<file path="config.mk">
export PLATFORM = sky130hd
export DESIGN_NAME = padded_word_nearest_search_flat
export DESIGN_NICKNAME = d
export VERILOG_FILES = /design/src/pwns_pkg.sv /design/src/pwns_req_if.sv /design/src/pwns_rsp_if.sv /design/src/padded_word_nearest_search.sv /design/src/flat_wrapper.sv
export SDC_FILE = /design/constraint.sdc
export NUM_CORES = 1
export LEC_CHECK = 0
export BUFFER_PORTS_ARGS = -buffer_cell sky130_fd_sc_hd__buf_2
export CORE_AREA = 4 4 235 237
export CTS_CLUSTER_DIAMETER = 50
export CTS_CLUSTER_SIZE = 16
export DETAILED_ROUTE_END_ITERATION = 7
export DIE_AREA = 0 0 239 241
export PLACE_DENSITY = 0.67
export SLEW_MARGIN = 0
export SYNTH_ARGS = -nofsm -noshare
export SYNTH_HDL_FRONTEND = slang
export SYNTH_SLANG_ARGS = --single-unit
</file>
<file path="constraint.sdc">
create_clock -name clock -period 17.4 [get_ports clock]
set_input_delay 0.87 -clock clock [delete_from_list [all_inputs] [get_ports clock]]
set_output_delay 0.87 -clock clock [all_outputs]
set_load 0.1 [all_outputs]
</file>
<file path="src/pwns_pkg.sv">
package pwns_pkg;

   // Largest number of words of one section that are evaluated.
   localparam int MAX_WORDS = 4096;

   // Field widths.
   localparam int FRAME_W  = 32;
   localparam int PAD_W    = 16;
   localparam int OFFSET_W = 32;
   localparam int INDEX_W  = 12;
   localparam int GAP_W    = 34;

   // Width of the internal signed frame arithmetic. It holds every shifted, padded
   // and guarded bound without wrapping.
   localparam int CALC_W = 36;

   // The word counter must reach MAX_WORDS and must also supply a full result index.
   localparam int CNT_W = ($clog2(MAX_WORDS + 1) > INDEX_W) ?
                          $clog2(MAX_WORDS + 1) : INDEX_W;

   // One frame of guard on each side of the padded interval.
   localparam int EDGE_GUARD_FRAMES = 1;

   // Configuration port.
   localparam int CSR_INDEX_W = 2;
   localparam int CSR_DATA_W  = 32;

   localparam logic [CSR_INDEX_W-1:0] CSR_PREPEND  = 2'd0;
   localparam logic [CSR_INDEX_W-1:0] CSR_POSTPEND = 2'd1;
   localparam logic [CSR_INDEX_W-1:0] CSR_OFFSET   = 2'd2;

   typedef logic [FRAME_W-1:0]         frame_type;
   typedef logic [PAD_W-1:0]           pad_type;
   typedef logic signed [OFFSET_W-1:0] offset_type;
   typedef logic [INDEX_W-1:0]         index_type;
   typedef logic [GAP_W-1:0]           gap_type;
   typedef logic [CNT_W-1:0]           count_type;
   typedef logic signed [CALC_W-1:0]   calc_type;

   // Bounds of one word after the shift, held between the input register and
   // the running-best update.
   typedef struct packed {
      calc_type query;        // query frame, zero extended
      calc_type shift_start;  // word_start + offset
      calc_type shift_end;    // word_end + offset
      calc_type guard_lo;     // shifted start - prepend - guard, before the clamp at zero
      calc_type guard_hi_end; // shifted end + postpend + guard
      calc_type guard_hi_beg; // shifted start - prepend + guard, before the clamp at zero
      logic     last;
   } word_calc_type;

endpackage

</file>
<file path="src/pwns_req_if.sv">
interface pwns_req_if;

   logic                valid;
   logic                ready;
   pwns_pkg::frame_type query_frame;
   pwns_pkg::frame_type word_start;
   pwns_pkg::frame_type word_end;
   logic                last_word;

   modport source (
      output valid,
      input  ready,
      output query_frame,
      output word_start,
      output word_end,
      output last_word
   );

   modport sink (
      input  valid,
      output ready,
      input  query_frame,
      input  word_start,
      input  word_end,
      input  last_word
   );

endinterface

</file>
<file path="src/pwns_rsp_if.sv">
interface pwns_rsp_if;

   logic                valid;
   logic                ready;
   logic                found;
   pwns_pkg::index_type word_index;

   modport source (
      output valid,
      input  ready,
      output found,
      output word_index
   );

   modport sink (
      input  valid,
      output ready,
      input  found,
      input  word_index
   );

endinterface

</file>
<file path="src/padded_word_nearest_search.sv">
// Nearest-word search over one section. The words of a section arrive on req_ch
// as start and end frame pairs, each with the query frame, and the final word is
// marked by last_word. Every word is shifted by the signed offset register, widened
// by the prepend and postpend registers, clamped at frame zero and guarded by one
// frame on each side; a word whose guarded interval misses the query is skipped.
// Among the words that remain, the one nearest the query (measured from its shifted,
// unpadded interval) is kept, and on a tie the later word wins when the query lies at
// or past its shifted start. One transfer on rsp_ch follows each last word and gives
// found and the word's position in the section (zero when nothing matched). The block
// takes one word per clock cycle unless stalled: a word passes through the input
// register, where its shifted bounds are formed, and is then compared and folded into
// the running best, with the result registered as its last word leaves the input
// register. The only stall comes from the result register: a last word waits in the input
// register while an earlier result has not yet been taken. Words beyond MAX_WORDS in
// one section are not evaluated, though their last_word mark still closes the search.
// Configuration writes on the csr_ port should only be made while no search is in
// progress.
module padded_word_nearest_search (
   input  logic                                 clock,
   input  logic                                 reset,

   pwns_req_if.sink                             req_ch,
   pwns_rsp_if.source                           rsp_ch,

   input  logic                                 csr_we,
   input  logic [pwns_pkg::CSR_INDEX_W-1:0]     csr_index,
   input  logic [pwns_pkg::CSR_DATA_W-1:0]      csr_wdata
);

   localparam int ZEXT_FRAME_W = pwns_pkg::CALC_W - pwns_pkg::FRAME_W;
   localparam int ZEXT_PAD_W   = pwns_pkg::CALC_W - pwns_pkg::PAD_W;

   // Configuration registers.
   pwns_pkg::pad_type    prepend_ff;
   pwns_pkg::pad_type    postpend_ff;
   pwns_pkg::offset_type offset_ff;

   // Input register stage.
   logic                    s1_valid_ff;
   logic                    s1_valid_in;
   pwns_pkg::word_calc_type s1_ff;
   pwns_pkg::word_calc_type s1_in;

   // Running search state.
   pwns_pkg::count_type word_counter_ff;
   pwns_pkg::count_type word_counter_in;
   pwns_pkg::index_type best_position_ff;
   pwns_pkg::index_type best_position_in;
   pwns_pkg::gap_type   best_gap_ff;
   pwns_pkg::gap_type   best_gap_in;
   logic                have_best_ff;
   logic                have_best_in;

   // Result register.
   logic                rsp_valid_ff;
   logic                rsp_valid_in;
   logic                found_ff;
   logic                found_in;
   pwns_pkg::index_type word_index_ff;
   pwns_pkg::index_type word_index_in;

   // Handshake and evaluation signals.
   logic                req_accept;
   logic                out_free;
   logic                s1_fire;
   logic                evaluate;
   logic                covers;
   logic                take;
   pwns_pkg::calc_type  offset_ext;
   pwns_pkg::calc_type  prepend_ext;
   pwns_pkg::calc_type  postpend_ext;
   pwns_pkg::calc_type  guard_ext;
   pwns_pkg::calc_type  distance;
   pwns_pkg::gap_type   gap;
   pwns_pkg::index_type next_position;
   logic                next_have;

   // ------------------------------------------------------------------------
   // Configuration port.
   // ------------------------------------------------------------------------
   always_ff @(posedge clock) begin
      if (reset) begin
         prepend_ff  <= '0;
         postpend_ff <= '0;
         offset_ff   <= '0;
      end else if (csr_we) begin
         case (csr_index)
            pwns_pkg::CSR_PREPEND: begin
               prepend_ff <= csr_wdata[pwns_pkg::PAD_W-1:0];
            end
            pwns_pkg::CSR_POSTPEND: begin
               postpend_ff <= csr_wdata[pwns_pkg::PAD_W-1:0];
            end
            pwns_pkg::CSR_OFFSET: begin
               offset_ff <= pwns_pkg::offset_type'(csr_wdata[pwns_pkg::OFFSET_W-1:0]);
            end
            default: begin
            end
         endcase
      end
   end

   // ------------------------------------------------------------------------
   // Flow control. A word leaves the input register every cycle unless it is a
   // last word and the result register still holds a result that has not been
   // taken. The input register refills in the same cycle it empties.
   // ------------------------------------------------------------------------
   assign out_free     = !rsp_valid_ff || rsp_ch.ready;
   assign s1_fire      = s1_valid_ff && (!s1_ff.last || out_free);
   assign req_ch.ready = !s1_valid_ff || s1_fire;
   assign req_accept   = req_ch.valid && req_ch.ready;

   // ------------------------------------------------------------------------
   // Input stage: shift the word by the offset and form the padded, guarded
   // bounds before any clamping. The clamps at zero are folded into the
   // comparisons of the next stage: the query is never negative, so a negative
   // lower bound passes any query, and a negative padded start turns the upper
   // bound into the guard frame alone.
   // ------------------------------------------------------------------------
   assign offset_ext   = pwns_pkg::calc_type'(offset_ff);
   assign prepend_ext  = $signed({{ZEXT_PAD_W{1'b0}}, prepend_ff});
   assign postpend_ext = $signed({{ZEXT_PAD_W{1'b0}}, postpend_ff});
   assign guard_ext    = pwns_pkg::calc_type'(pwns_pkg::EDGE_GUARD_FRAMES);

   always_comb begin
      s1_in.query        = $signed({{ZEXT_FRAME_W{1'b0}}, req_ch.query_frame});
      s1_in.shift_start  = $signed({{ZEXT_FRAME_W{1'b0}}, req_ch.word_start}) + offset_ext;
      s1_in.shift_end    = $signed({{ZEXT_FRAME_W{1'b0}}, req_ch.word_end}) + offset_ext;
      s1_in.guard_lo     = s1_in.shift_start - prepend_ext - guard_ext;
      s1_in.guard_hi_end = s1_in.shift_end + postpend_ext + guard_ext;
      s1_in.guard_hi_beg = s1_in.shift_start - prepend_ext + guard_ext;
      s1_in.last         = req_ch.last_word;
   end

   assign s1_valid_in = req_accept || (s1_valid_ff && !s1_fire);

   always_ff @(posedge clock) begin
      if (reset) begin
         s1_valid_ff <= 1'b0;
      end else begin
         s1_valid_ff <= s1_valid_in;
      end
   end

   always_ff @(posedge clock) begin
      if (req_accept) begin
         s1_ff <= s1_in;
      end
   end

   // ------------------------------------------------------------------------
   // Evaluation stage: check that the guarded interval covers the query,
   // measure the distance to the shifted word and update the running best.
   // ------------------------------------------------------------------------
   assign evaluate = s1_fire &&
                     (word_counter_ff < pwns_pkg::count_type'(pwns_pkg::MAX_WORDS));

   assign covers = (s1_ff.query >= s1_ff.guard_lo) &&
                   ((s1_ff.query <= s1_ff.guard_hi_end) ||
                    (s1_ff.query <= s1_ff.guard_hi_beg) ||
                    (s1_ff.query <= guard_ext));

   always_comb begin
      if (s1_ff.query < s1_ff.shift_start) begin
         distance = s1_ff.shift_start - s1_ff.query;
      end else if (s1_ff.query > s1_ff.shift_end) begin
         distance = s1_ff.query - s1_ff.shift_end;
      end else begin
         distance = '0;
      end
   end

   assign gap = distance[pwns_pkg::GAP_W-1:0];

   // A tie moves the best to this later word only when the query is at or past
   // its shifted start.
   assign take = evaluate && covers &&
                 ((gap < best_gap_ff) ||
                  ((gap == best_gap_ff) && have_best_ff &&
                   (s1_ff.query >= s1_ff.shift_start)));

   assign next_position = take ? word_counter_ff[pwns_pkg::INDEX_W-1:0] : best_position_ff;
   assign next_have     = take || have_best_ff;

   always_comb begin
      word_counter_in  = word_counter_ff;
      best_position_in = best_position_ff;
      best_gap_in      = best_gap_ff;
      have_best_in     = have_best_ff;
      if (s1_fire) begin
         if (s1_ff.last) begin
            // The search ends here; the next word opens a new section.
            word_counter_in  = '0;
            best_position_in = '0;
            best_gap_in      = '1;
            have_best_in     = 1'b0;
         end else begin
            if (evaluate) begin
               word_counter_in = word_counter_ff + pwns_pkg::count_type'(1);
            end
            if (take) begin
               best_position_in = next_position;
               best_gap_in      = gap;
               have_best_in     = 1'b1;
            end
         end
      end
   end

   always_ff @(posedge clock) begin
      if (reset) begin
         word_counter_ff  <= '0;
         best_position_ff <= '0;
         best_gap_ff      <= '1;
         have_best_ff     <= 1'b0;
      end else begin
         word_counter_ff  <= word_counter_in;
         best_position_ff <= best_position_in;
         best_gap_ff      <= best_gap_in;
         have_best_ff     <= have_best_in;
      end
   end

   // ------------------------------------------------------------------------
   // Result register. The last word's own outcome is included in the result.
   // ------------------------------------------------------------------------
   assign rsp_valid_in  = (s1_fire && s1_ff.last) || (rsp_valid_ff && !rsp_ch.ready);
   assign found_in      = next_have;
   assign word_index_in = next_have ? next_position : '0;

   always_ff @(posedge clock) begin
      if (reset) begin
         rsp_valid_ff <= 1'b0;
      end else begin
         rsp_valid_ff <= rsp_valid_in;
      end
   end

   always_ff @(posedge clock) begin
      if (s1_fire && s1_ff.last) begin
         found_ff      <= found_in;
         word_index_ff <= word_index_in;
      end
   end

   assign rsp_ch.valid      = rsp_valid_ff;
   assign rsp_ch.found      = found_ff;
   assign rsp_ch.word_index = word_index_ff;

endmodule

</file>
<file path="src/flat_wrapper.sv">
// flat-port wrapper written by rule: the top's interface ports become plain ports
module padded_word_nearest_search_flat 
  (clock, reset, csr_we, csr_index, csr_wdata, req_ch_valid, req_ch_ready, req_ch_query_frame, req_ch_word_start, req_ch_word_end, req_ch_last_word, rsp_ch_valid, rsp_ch_ready, rsp_ch_found, rsp_ch_word_index);
  pwns_req_if req_ch_i ();
  pwns_rsp_if rsp_ch_i ();
  input  logic clock;
  input  logic reset;
  input  logic csr_we;
  input  logic [pwns_pkg::CSR_INDEX_W-1:0] csr_index;
  input  logic [pwns_pkg::CSR_DATA_W-1:0] csr_wdata;
  input wire logic [$bits(req_ch_i.valid)-1:0] req_ch_valid;
  output wire logic [$bits(req_ch_i.ready)-1:0] req_ch_ready;
  input wire logic [$bits(req_ch_i.query_frame)-1:0] req_ch_query_frame;
  input wire logic [$bits(req_ch_i.word_start)-1:0] req_ch_word_start;
  input wire logic [$bits(req_ch_i.word_end)-1:0] req_ch_word_end;
  input wire logic [$bits(req_ch_i.last_word)-1:0] req_ch_last_word;
  output wire logic [$bits(rsp_ch_i.valid)-1:0] rsp_ch_valid;
  input wire logic [$bits(rsp_ch_i.ready)-1:0] rsp_ch_ready;
  output wire logic [$bits(rsp_ch_i.found)-1:0] rsp_ch_found;
  output wire logic [$bits(rsp_ch_i.word_index)-1:0] rsp_ch_word_index;
  assign req_ch_i.valid = req_ch_valid;
  assign req_ch_ready = req_ch_i.ready;
  assign req_ch_i.query_frame = req_ch_query_frame;
  assign req_ch_i.word_start = req_ch_word_start;
  assign req_ch_i.word_end = req_ch_word_end;
  assign req_ch_i.last_word = req_ch_last_word;
  assign rsp_ch_valid = rsp_ch_i.valid;
  assign rsp_ch_i.ready = rsp_ch_ready;
  assign rsp_ch_found = rsp_ch_i.found;
  assign rsp_ch_word_index = rsp_ch_i.word_index;
  padded_word_nearest_search u_core (.clock(clock), .reset(reset), .req_ch(req_ch_i), .rsp_ch(rsp_ch_i), .csr_we(csr_we), .csr_index(csr_index), .csr_wdata(csr_wdata));
endmodule
</file>
# Word level (Yosys, flattened, before mapping)
# Cells that the tools add are included.
# word_totals
regBits,348
# classes
n_addsub,10
order_cmp,9
n_reduce_logical,33
eq_ne,3
mux,11
# op_table
operator,n
$mux W34,4
$add A36 B2 Y36 const B,2
$le A33 B36 Y1,2
$add A33 B32 Y34,2
$ge A33 B36 Y1,1
$mux W12,3
$sub A36 B2 Y36 const B,1
$add A34 B17 Y35,1
$sub A34 B17 Y35,1
$eq A34 B34 Y1,1
$ge A33 B34 Y1,1
$gt A33 B34 Y1,1
$lt A33 B34 Y1,1
$lt A34 B34 Y1,1
$sub A33 B34 Y34,1
$sub A34 B33 Y34,1
$le A32 B1 Y1 const B,1
$mux W13,2
$add A13 B1 Y13 const B,1
$lt A13 B13 Y1 const B,1
$logic_and A1 B1 Y1,11
$reduce_and A2 Y1,5
$logic_or A1 B1 Y1,9
$logic_not A1 Y1,5
other kinds (5),7

# Longest topological paths before layout
# depth
word_depth,11
mapped_depth,33
ltp_nobuf,29

# Worst setup path after synthesis
# No wires, ideal clock.
# synth_timing
path_type,reg2reg
from,register u_core.s1_valid_ff
to,register u_core.s1_ff[0] (netlist bit) (enable)
path_slack_ns,4.990
required_ns,16.499
path_buffers,0
arrival_ns,11.509
synth_period_minus_slack_ns,12.410
setup_ns,0.901
stages_incl_launch_ff,2
path_cell_list,dfxtp_1 a31oi_1
# synth_between
elab_chain_cells,3
word_cells_on_any_way,4
# synth_rtl
element,line,text
"start, declared",padded_word_nearest_search.sv:39,logic s1_valid_ff;
"start signal, assigned",padded_word_nearest_search.sv:141,s1_valid_ff <= s1_valid_in;
$logic_not A1 Y1 or $logic_and A1 B1 Y1 (tied branches),"padded_word_nearest_search.sv:110, padded_word_nearest_search.sv:109",
$logic_or A1 B1 Y1 *,padded_word_nearest_search.sv:110,assign req_ch.ready = !s1_valid_ff || s1_fire;
$logic_and A1 B1 Y1 *,padded_word_nearest_search.sv:111,assign req_accept = req_ch.valid && req_ch.ready;
named net u_core.req_accept,padded_word_nearest_search.sv:63,logic req_accept;
"end signal, assigned",padded_word_nearest_search.sv:147,s1_ff <= s1_in;
"end, declared",padded_word_nearest_search.sv:41,pwns_pkg::word_calc_type s1_ff;
# Mark *: on every way through the listed nets, which the timed path passes. The rest lies on a longest branch.
# A chain may end at the register's enable or synchronous reset.

# Worst setup path after layout
# layout_timing
from,register u_core.s1_ff[182] (netlist bit)
to,register u_core.best_gap_ff[0]
# layout_between
elab_chain_cells,10
word_cells_on_any_way,25
# layout_rtl
element,line,text
"parallel branches: the longest is 10 deep, another holds $sub A33 B34 Y34",n/a,
"end signal, assigned",padded_word_nearest_search.sv:219,best_gap_ff <= best_gap_in;
"end, declared",padded_word_nearest_search.sv:49,pwns_pkg::gap_type best_gap_ff;
# Parallel ways; which one is timed is not known. The select of a mux whose other input is x is not followed.

==> qor.yml <==
critical_path:
  critPathMaxStageDelay_ps: 860
  cp-end-kind: "register"
  worst_path_most_repeated_cell: "a21o_1"
  r2r_start: "u_core.s1_ff[182]"
  path_class: "reg2reg"
  crit_arrival_ps: 9230
  r2r-end: "u_core.best_gap_ff[0]"
  cp_slowest_cell: "nand2b_1"
  endpoint: "u_core.best_gap_ff[0]"
  reg2regPathDepth: 27
  worstPathRequired_ps: 17850
  start_kind: "register"
  r2r_slack_ps: 8610
  worstPathMaxFanout: 31
  startpoint: "u_core.s1_ff[182]"
layout:
  antenna_cells: 0
  area_growth_pct: 12.3
  drive_above_1_share: 0.104
  fillers: 4875
  nets: 3520
logic_synthesis:
  ys_seq_elements: 347
  synth.avg_cell_area_sq_um: 8.95
  synth_edf_count: 221
  synth.distinct_cells: 101
  synth_ff_type: "edfxtp_1"
  synth_area_sq_mm: 0.0263
  synthCells: 2942
  yosysSeqAreaShare: 0.348
  synthArstFlopShare: 0
  syn-num-nets: 3379
  ys.warnings.count: 0
global_routing:
  grt_pass1_vias: 21800
  grt_max_degree: 81
  grt_pass1_wl_microns: 120000
  antenna_found_initial: 1
  use_met3: 0.0346
  use_met2: 0.439
  groute.usage.overall: 0.263
  top_usage_layer: "met2"
  gr-usage-met1: 0.354
  grt-ovfl-total: 0
detailed_routing:
  drcViolationCount: 0
  vias_per_cell: 5.82
  wl_per_cell_microns: 20.4
  dr.pass1.iters: 6
  num_vias: 22200
  wirelength_microns: 77800
  drt_first_iter_violations: 1875
  ant_nets: 0
power_and_ir_drop:
  power_density_mw_per_mm2: 95.3
  power_w: 0.00282
  p_leak_nw: 13.1
  ir_drop_mv: 0.0685
sta:
  relSlewSlack: 0.175
  rsz0062_at_grt: "no"
  hold_violations: 0
  period_share: 0.505
  finalCriticalPeriod_ps: 8790
  setup_viol: 0
  skew_ps: 33.0
  max_freq_mhz: 114
  tns_ps: 0
  worstMarginPinSlew_ps: 1210
  slew_violations: 0
placement:
  routabilityCongestion: 0.964
  hpwlAfterDp_microns: 62200
  io_buffers: 150
clock_tree:
  post-cts-setup-buffers: 0
  clockBufferDepth: 3
  h-tree-depth: 2
  clockRootBuffer: "clkbuf_16"
  cts_buffers: 50
  cts.sinks: 347
  cts_hold_repair.buffers: 0
  cts_tree: "built"
  clkTransAtPathRegs_ps: 70
  cts.repair.resized: 0
  insertion_delay_ps: 620
die:
  die_w_microns: 239
  rows: 85
  start_util: 0.494
  io_pins: 151
  die_area_sq_mm: 0.0576
  core_sq_mm: 0.0533
  die_y_microns: 241
min_path:
  worstHoldPathType: "in2reg"
job:
  maxCapViolations: 0
outcome:
  status: "finished clean"
[stage by stage]
stage                     instances  utilization  instance area [sq um]  hold WS (ps)  setup slack [ps]
after floorplan                2942            -                  26300           436              4990
after detailed placement       3727        0.521                  27800           452              8680
final                          3820        0.554                  29500           436              8610
after global routing           3820        0.554                  29500           408              7990
after global placement         3727        0.521                  27800           445              8850
after CTS                      3820        0.554                  29500           397              8640
[cell usage in the layout (no fill, tap or decap), types with 64 or more instances in the layout]
cell / netlist / final
nand2_1: 314 / 314
ha_1: 295 / 295
inv_1: 276 / 276
a21oi_1: 246 / 246
edfxtp_1: 221 / 221
xnor2_1: 165 / 165
nor2_1: 151 / 150
buf_2: 9 / 150
o21ai_0: 126 / 126
dfxtp_1: 126 / 126
a21o_1: 117 / 117
xor2_1: 81 / 81
nand3_1: 70 / 70
nand4_1: 64 / 64
[registers in the layout, summed over array words and instances, names as in the netlist]
name                      flops
u_core.best_gap_ff           34
u_core.best_position_ff      12
u_core.have_best_ff           1
u_core.offset_ff             32
u_core.postpend_ff           16
u_core.prepend_ff            16
u_core.rsp_ch.found           1
u_core.rsp_ch.valid           1
u_core.rsp_ch.word_index     12
u_core.s1_ff                208
u_core.s1_valid_ff            1
u_core.word_counter_ff       13
[report_power, final]
part	switching [W]	total [W]	internal (W)	leakage (nW)
Sequential	0.0000367	0.000994	0.000958	3.18
Combinational	0.000462	0.000755	0.000293	9.03
Clock	0.000455	0.00107	0.000611	0.859
Total	0.000954	0.00282	0.00186	13.1
[worst min path at each step]
stage | start | cells after the start | end
floorplan | u_core.prepend_ff[10] | 2 | u_core.prepend_ff[10]
global placement | u_core.prepend_ff[5] | 2 | u_core.prepend_ff[5]
detailed placement | u_core.prepend_ff[7] | 2 | u_core.prepend_ff[7]
CTS | req_ch_query_frame[25] | 1 | u_core.s1_ff[206]
global route | req_ch_query_frame[28] | 1 | u_core.s1_ff[209]
finish | req_ch_query_frame[25] | 1 | u_core.s1_ff[206]
[critical path, delay by kind of cell, from the launching register on]
| kind | cells | cell delay [ps] |
|---|---|---|
| AO/OA/AOI/OAI | 17 | 3810 |
| AND/OR/NAND/NOR | 6 | 3030 |
| adder cells (fa/ha/maj) | 2 | 770 |
| flip-flops | 1 | 540 |
| buffers and inverters | 2 | 460 |
[cell type report]
class,count,area (sq um),share of cell area
Clock buffer,52,1280,0.0433
Clock inverter,41,493,0.0167
Inverter,279,1050,0.0354
Multi-Input combinational cell,2244,15900,0.537
Sequential cell,347,9160,0.310
Tap cell,696,871,0.0295
Timing Repair Buffer,161,833,0.0282
[cells by family (layout without fill, tap and decap cells)]
kind of cell,Yosys count,after routing,share of synthesized area
XOR/XNOR,250,250,0.0848
multiplexers,8,8,0.00323
flip-flops,347,347,0.348
buffers and inverters,351,533,0.0505
AO/OA/AOI/OAI,804,804,0.202
AND/OR/NAND/NOR,881,881,0.166
adder cells (fa/ha/maj),301,301,0.145
[routing by layer]
metal | share of wire | routed length, microns
met1 | 0.45 | 34900
met5 | 0.00017 | 13
met4 | 0.036 | 2840
met3 | 0.054 | 4240
met2 | 0.46 | 35900
[synth_stat cells (all sizes together) (10+ instances only)]
master / n / area, sq um
xnor2: 167 / 1480
nor2: 152 / 578
a2bb2oi: 30 / 263
a21oi: 251 / 1290
o21bai: 25 / 188
a211oi: 30 / 275
nor2b: 37 / 234
dfxtp: 126 / 2520
ha: 295 / 3690
or2: 17 / 106
or3: 19 / 124
a21boi: 13 / 97.6
a22o: 20 / 175
nand3: 71 / 368
clkbuf: 62 / 234
buf: 10 / 48.8
o22ai: 26 / 163
and2: 17 / 106
o211ai: 22 / 185
a21o: 117 / 878
nor3: 58 / 310
nand2: 314 / 1180
a31oi: 25 / 171
nand4: 65 / 413
edfxtp: 221 / 6640
xor2: 83 / 753
o21ai: 133 / 666
inv: 279 / 1050
o21a: 25 / 188
and3: 29 / 181
nor4: 30 / 213
nand2b: 35 / 219
No activity file was read; power rests on OpenSTA's default activity.
